**config.mk**
```make
export PLATFORM = sky130hd
export DESIGN_NAME = bsa_ctrl
export DESIGN_NICKNAME = d
export VERILOG_FILES = /design/src/rtl/bsa_pkg.sv /design/src/rtl/bsa_ctrl.sv
export SDC_FILE = /design/constraint.sdc
export NUM_CORES = 1
export LEC_CHECK = 0
export BUFFER_PORTS_ARGS = -buffer_cell sky130_fd_sc_hd__buf_2
export CORE_AREA = 2 2 39 41
export CTS_BUF_LIST = sky130_fd_sc_hd__clkbuf_4
export CTS_CLUSTER_SIZE = 30
export DETAILED_ROUTE_END_ITERATION = 10
export DIE_AREA = 0 0 41 43
export PLACE_DENSITY = 0.47
export SETUP_SLACK_MARGIN = 0.02
export SYNTH_ARGS = -nofsm -noshare
export SYNTH_HDL_FRONTEND = slang
export SYNTH_SLANG_ARGS = --single-unit
```
**constraint.sdc**
```tcl
create_clock -name clock -period 3.73 [get_ports clock]
set_input_delay 0.373 -clock clock [delete_from_list [all_inputs] [get_ports clock]]
set_output_delay 0.373 -clock clock [all_outputs]
set_load 0.1 [all_outputs]
```
**src/rtl/bsa_pkg.sv**
```systemverilog
// Shared types, constants and helper functions for the bitmap slot allocator.
// No dependencies; imported by the controller, the datapath and the checker.
`timescale 1ns / 1ps
`default_nettype none

package bsa_pkg;

   localparam int ADDR_BITS      = 48;
   localparam int LOG2_BITS      = 5;
   localparam int LOG2_MIN       = 4;
   localparam int LOG2_MAX       = 16;
   localparam int BLOCK_BYTES    = 65536;
   localparam int OFS_BITS       = 16;
   localparam int MAX_SLOTS      = 4096;
   localparam int COUNT_BITS     = 13;
   localparam int MAP_WORD_BITS  = 64;
   localparam int MAP_WORDS      = 64;
   localparam int BIT_IDX_BITS   = 6;
   localparam int WORD_IDX_BITS  = 6;
   localparam int SLOT_IDX_BITS  = WORD_IDX_BITS + BIT_IDX_BITS;
   localparam int RSP_DATA_BITS  = 64;
   localparam int CSR_INDEX_BITS = 1;

   localparam logic OP_ALLOC   = 1'b0;
   localparam logic OP_RELEASE = 1'b1;

   localparam logic [CSR_INDEX_BITS-1:0] CSR_SLOT_LOG2  = 1'b0;
   localparam logic [CSR_INDEX_BITS-1:0] CSR_BLOCK_BASE = 1'b1;

   typedef enum logic [1:0] {
      ST_OK           = 2'd0,
      ST_FULL         = 2'd1,
      ST_BAD_ADDR     = 2'd2,
      ST_ALREADY_FREE = 2'd3
   } status_type;

   typedef struct packed {
      logic clear;
      logic capture;
      logic lookup;
      logic commit;
   } ctrl_cmd_type;

   typedef struct packed {
      logic clear_last;
      logic cfg_clear;
      logic out_free;
   } dp_status_type;

   // Index of the lowest set bit; zero when none is set.
   function automatic logic [BIT_IDX_BITS-1:0] lowest_set(input logic [MAP_WORD_BITS-1:0] v);
      logic [BIT_IDX_BITS-1:0] r;
      r = '0;
      for (int i = MAP_WORD_BITS - 1; i >= 0; i--) begin
         if (v[i]) begin
            r = BIT_IDX_BITS'(i);
         end
      end
      return r;
   endfunction

   // Free bits of one map word right after a clear, for a given slot count.
   function automatic logic [MAP_WORD_BITS-1:0] fill_word(input logic [WORD_IDX_BITS-1:0] w,
                                                          input logic [COUNT_BITS-1:0] n);
      logic [COUNT_BITS:0]        lo;
      logic [COUNT_BITS:0]        n_ext;
      logic [COUNT_BITS:0]        rem;
      logic [MAP_WORD_BITS-1:0]   r;
      lo    = {(COUNT_BITS + 1 - SLOT_IDX_BITS)'(0), w, BIT_IDX_BITS'(0)};
      n_ext = {1'b0, n};
      rem   = n_ext - lo;
      if (n_ext >= lo + (COUNT_BITS + 1)'(MAP_WORD_BITS)) begin
         r = '1;
      end else if (n_ext <= lo) begin
         r = '0;
      end else begin
         r = (MAP_WORD_BITS'(1) << rem[BIT_IDX_BITS-1:0]) - MAP_WORD_BITS'(1);
      end
      return r;
   endfunction

   // One bit per map word: set where the word holds any slot.
   function automatic logic [MAP_WORDS-1:0] summary_fill(input logic [COUNT_BITS-1:0] n);
      logic [MAP_WORDS-1:0] r;
      for (int w = 0; w < MAP_WORDS; w++) begin
         r[w] = ((COUNT_BITS + 1)'(w) * (COUNT_BITS + 1)'(MAP_WORD_BITS)) < {1'b0, n};
      end
      return r;
   endfunction

endpackage

`default_nettype wire

```
**src/rtl/bsa_ctrl.sv**
```systemverilog
// Sequencing state machine of the slot allocator: clear pass, accept, lookup, commit.
// Depends on bsa_pkg; drives commands into bsa_datapath.
`timescale 1ns / 1ps
`default_nettype none

module bsa_ctrl
   import bsa_pkg::*;
(
   input  wire logic          clock,
   input  wire logic          reset,
   input  wire logic          req_tvalid,
   output logic               req_tready,
   input  wire dp_status_type status,
   output ctrl_cmd_type       cmd
);

   typedef enum logic [3:0] {
      S_CLEAR  = 4'b0001,
      S_IDLE   = 4'b0010,
      S_LOOK   = 4'b0100,
      S_COMMIT = 4'b1000
   } state_type;

   state_type state_ff;
   state_type state_in;

   always_comb begin
      state_in    = state_ff;
      cmd         = '0;
      req_tready  = 1'b0;
      case (state_ff)
         S_CLEAR: begin
            cmd.clear = 1'b1;
            if (status.clear_last) begin
               state_in = S_IDLE;
            end
         end
         S_IDLE: begin
            req_tready = !status.cfg_clear;
            if (req_tvalid && !status.cfg_clear) begin
               cmd.capture = 1'b1;
               state_in    = S_LOOK;
            end
         end
         S_LOOK: begin
            cmd.lookup = 1'b1;
            state_in   = S_COMMIT;
         end
         S_COMMIT: begin
            if (status.out_free) begin
               cmd.commit = 1'b1;
               state_in   = S_IDLE;
            end
         end
         default: begin
            state_in = S_CLEAR;
         end
      endcase
      if (status.cfg_clear) begin
         state_in = S_CLEAR;
      end
   end

   always_ff @(posedge clock) begin
      if (reset) begin
         state_ff <= S_CLEAR;
      end else begin
         state_ff <= state_in;
      end
   end

endmodule

`default_nettype wire

```
==> results.json <==
{
  "wire_per_inst_um": 10.3,
  "cp-end-kind": "output pin",
  "synth.yosys.seq_area_share_pct": 28.2,
  "multi_input_area_um2": 178,
  "clkLatencyLatePin_ns": 0.23,
  "holdWs_ns": 0.331,
  "tritoncts": "built",
  "async_flop_share_pct": 0,
  "seq_area_um2": 80.1,
  "fin_util_pct": 25.9,
  "combPwrFrac_pct": 16.3,
  "area_growth_syn_to_layout_pct": 26.0,
  "clkPwrFrac_pct": 43.7,
  "ys_warn_count": 0,
  "fmax_ghz": 0.455,
  "cpLargestDelayFamily": "simple AND/OR/NAND/NOR gates",
  "critPathMaxStageDelay_ns": 0.53,
  "nets": 51,
  "drv_slew": 0,
  "hold_buffers": 0,
  "avgSynthCellArea_um2": 8.61,
  "synth_edf_count": 0,
  "cp.depth": 4,
  "nFillCells": 160,
  "yosys-top-cells-count": "4 x dfxtp_1, 4 x nor2_1, 3 x nor4b_1, 2 x clkbuf_1, 2 x inv_1",
  "ys_ff_latch": 4,
  "synth.top_cells.by_area": "dfxtp_1 28%, nor4b_1 9.3%, nor2_1 5.3%, nand2b_4 4.8%, or4b_4 4.8%",
  "diodes": 0,
  "drc_errors": 0,
  "yosys.area.top_type": "dfxtp_1",
  "syn_nets": 39,
  "num_rows": 14,
  "drt_iter0_drc": 4,
  "clock_sinks": 4,
  "io_buffers": 10,
  "ant_nets": 0,
  "path_max_fanout": 8,
  "worst_setup_path_start_kind": "flip-flop",
  "cp_num_buf_inv": 1,
  "switching_power_w": 0.0000307,
  "slew_headroom_pct": 67.8,
  "cap_violations": 0,
  "rsz0062_at_grt": "false",
  "grt.overflow.total": 0,
  "worstPathRequired_ns": 3.36,
  "hold_path_class": "input port to flip-flop",
  "cts_buffers": 3,
  "synth_top_cell_area_share_pct": 28.2,
  "dp_hpwl_um": 459,
  "ys_types": 23,
  "leakage_nw": 0.149,
  "path_clk_slew_ns": 0.03,
  "cts_root_buf": "clkbuf_4",
  "critPathArrivalTime_ns": 1.82,
  "io_pins": 11,
  "p_per_area_nw_per_um2": 327,
  "synth_flop_cell": "dfxtp_1",
  "drive_gt1_share_pct": 39.5,
  "power.internal_w": 0.0000863,
  "reg2reg_depth": 3,
  "routed_wirelength_um": 607,
  "htree_levels": 1,
  "track_usage_pct": 8.02,
  "grt_max_degree": 12,
  "cts_resized": 0,
  "die_h_um": 43,
  "cpMaxStageDelayCell": "or4b_4",
  "largest_reg_flops": 4,
  "largest_register": "state_ff",
  "worst_slew_pin_slew_ns": 0.487,
  "synth_cells": 33,
  "antenna_found_initial": 0,
  "swShare_pct": 26.2,
  "p_seq_share_pct": 40.0,
  "vias": 272,
  "clockBufferDepth": 2,
  "post-route-period-util_pct": 58.9,
  "grt_pass1_vias": 227,
  "setup_viol": 0,
  "skew_ns": 0.00125,
  "design.core.area_um2": 1380,
  "reg_top3": "state_ff x4",
  "status": "finished, final reports clean",
  "avgViaCountPerCell": 4.61,
  "first_pass_iters": 4,
  "dieArea_um2": 1760,
  "initial_core_util_pct": 20.5,
  "min_period_ns": 2.20,
  "postCtsSetupBuffers": 0,
  "grt_pass1_wl_um": 945,
  "hold_viol_final": 0,
  "netlist_area_um2": 284,
  "place.gp.congestion": 0.679,
  "min_path_cells": 2,
  "ir_drop_mv": 0.127,
  "crit_chain": "nand2b_4, or4b_4, nor2_1, buf_2",
  "die_w_um": 41,
  "worstSetupPathType": "flip-flop to output pin"
}
routing by layer:
| metal | up-vias | global-route usage [%] | wire length, µm |
|---|---|---|---|
| met4 | 0 | 2.00 | 0 |
| met3 | 0 | 6.28 | 41 |
| met1 | 123 | 9.94 | 311 |
| met2 | 6 | 10.6 | 253 |
| met5 | - | 0 | 0 |
| li1 | 143 | - | - |
layout by cell type (no fill, tap or decap):
cell | Yosys | routed
dfxtp_1 | 4 | 4
nand2b_4 | 1 | 1
clkbuf_4 | 0 | 3
and2_1 | 1 | 1
mux2_2 | 1 | 1
inv_1 | 2 | 2
o21ai_0 | 1 | 1
o21a_1 | 1 | 1
a311oi_1 | 1 | 1
nor4_1 | 1 | 1
nand2_1 | 1 | 1
or3_1 | 1 | 1
a31oi_1 | 1 | 1
and3_1 | 1 | 1
a221oi_1 | 1 | 1
buf_2 | 0 | 10
nand3b_1 | 1 | 1
nor2_1 | 4 | 4
nor3_2 | 1 | 1
a211o_1 | 1 | 1
nand2b_1 | 1 | 1
nor4b_1 | 3 | 3
or4b_4 | 1 | 1
layout make-up:
class,instances,share of cell area [%]
Inverter,2,2.10
Sequential cell,4,22.4
Timing Repair Buffer,10,14.0
Clock buffer,3,6.29
Tap cell,16,5.59
Multi-Input combinational cell,24,49.7
metrics by stage:
stage               setup slack, ns  power [W]  std cells  cell area (µm²)  TNS [ns]
floorplan                    -0.352  0.0000605         33              284    -0.730
global placement               1.76  0.0000667         56              335         0
detailed placement             1.77  0.0000667         56              335         0
CTS                            1.51   0.000121         59              358         0
global route                   1.46   0.000126         59              358         0
finish                         1.53   0.000117         59              358         0
worst paths after layout:
check	endpoint	slack (ns)	from
worst max-delay path	cmd[2]	1.53	state_ff[3]
worst min register to register	state_ff[1]	0.66	state_ff[3]
worst max register to register	state_ff[2]	2.48	state_ff[3]
worst min-delay path	state_ff[2]	0.33	reset
power groups by stage:
stage | Clock [W] | Sequential [W] | Combinational [W]
global placement | 0 | 0.0000474 | 0.0000193
global route | 0.0000584 | 0.0000471 | 0.0000205
CTS | 0.0000550 | 0.0000468 | 0.0000193
finish | 0.0000511 | 0.0000468 | 0.0000191
detailed placement | 0 | 0.0000474 | 0.0000193
floorplan | 0 | 0.0000457 | 0.0000147
kinds of logic (layout without fill, tap and decap cells):
family,Yosys count,count (layout),synth area share [%]
buffers and inverters,5,15,9.25
multiplexers,1,1,3.96
AND/OR/NAND/NOR,17,17,42.7
flip-flops,4,4,28.2
AO/OA/AOI/OAI,6,6,15.9
Note: power is estimated with default switching activity, not from simulation.
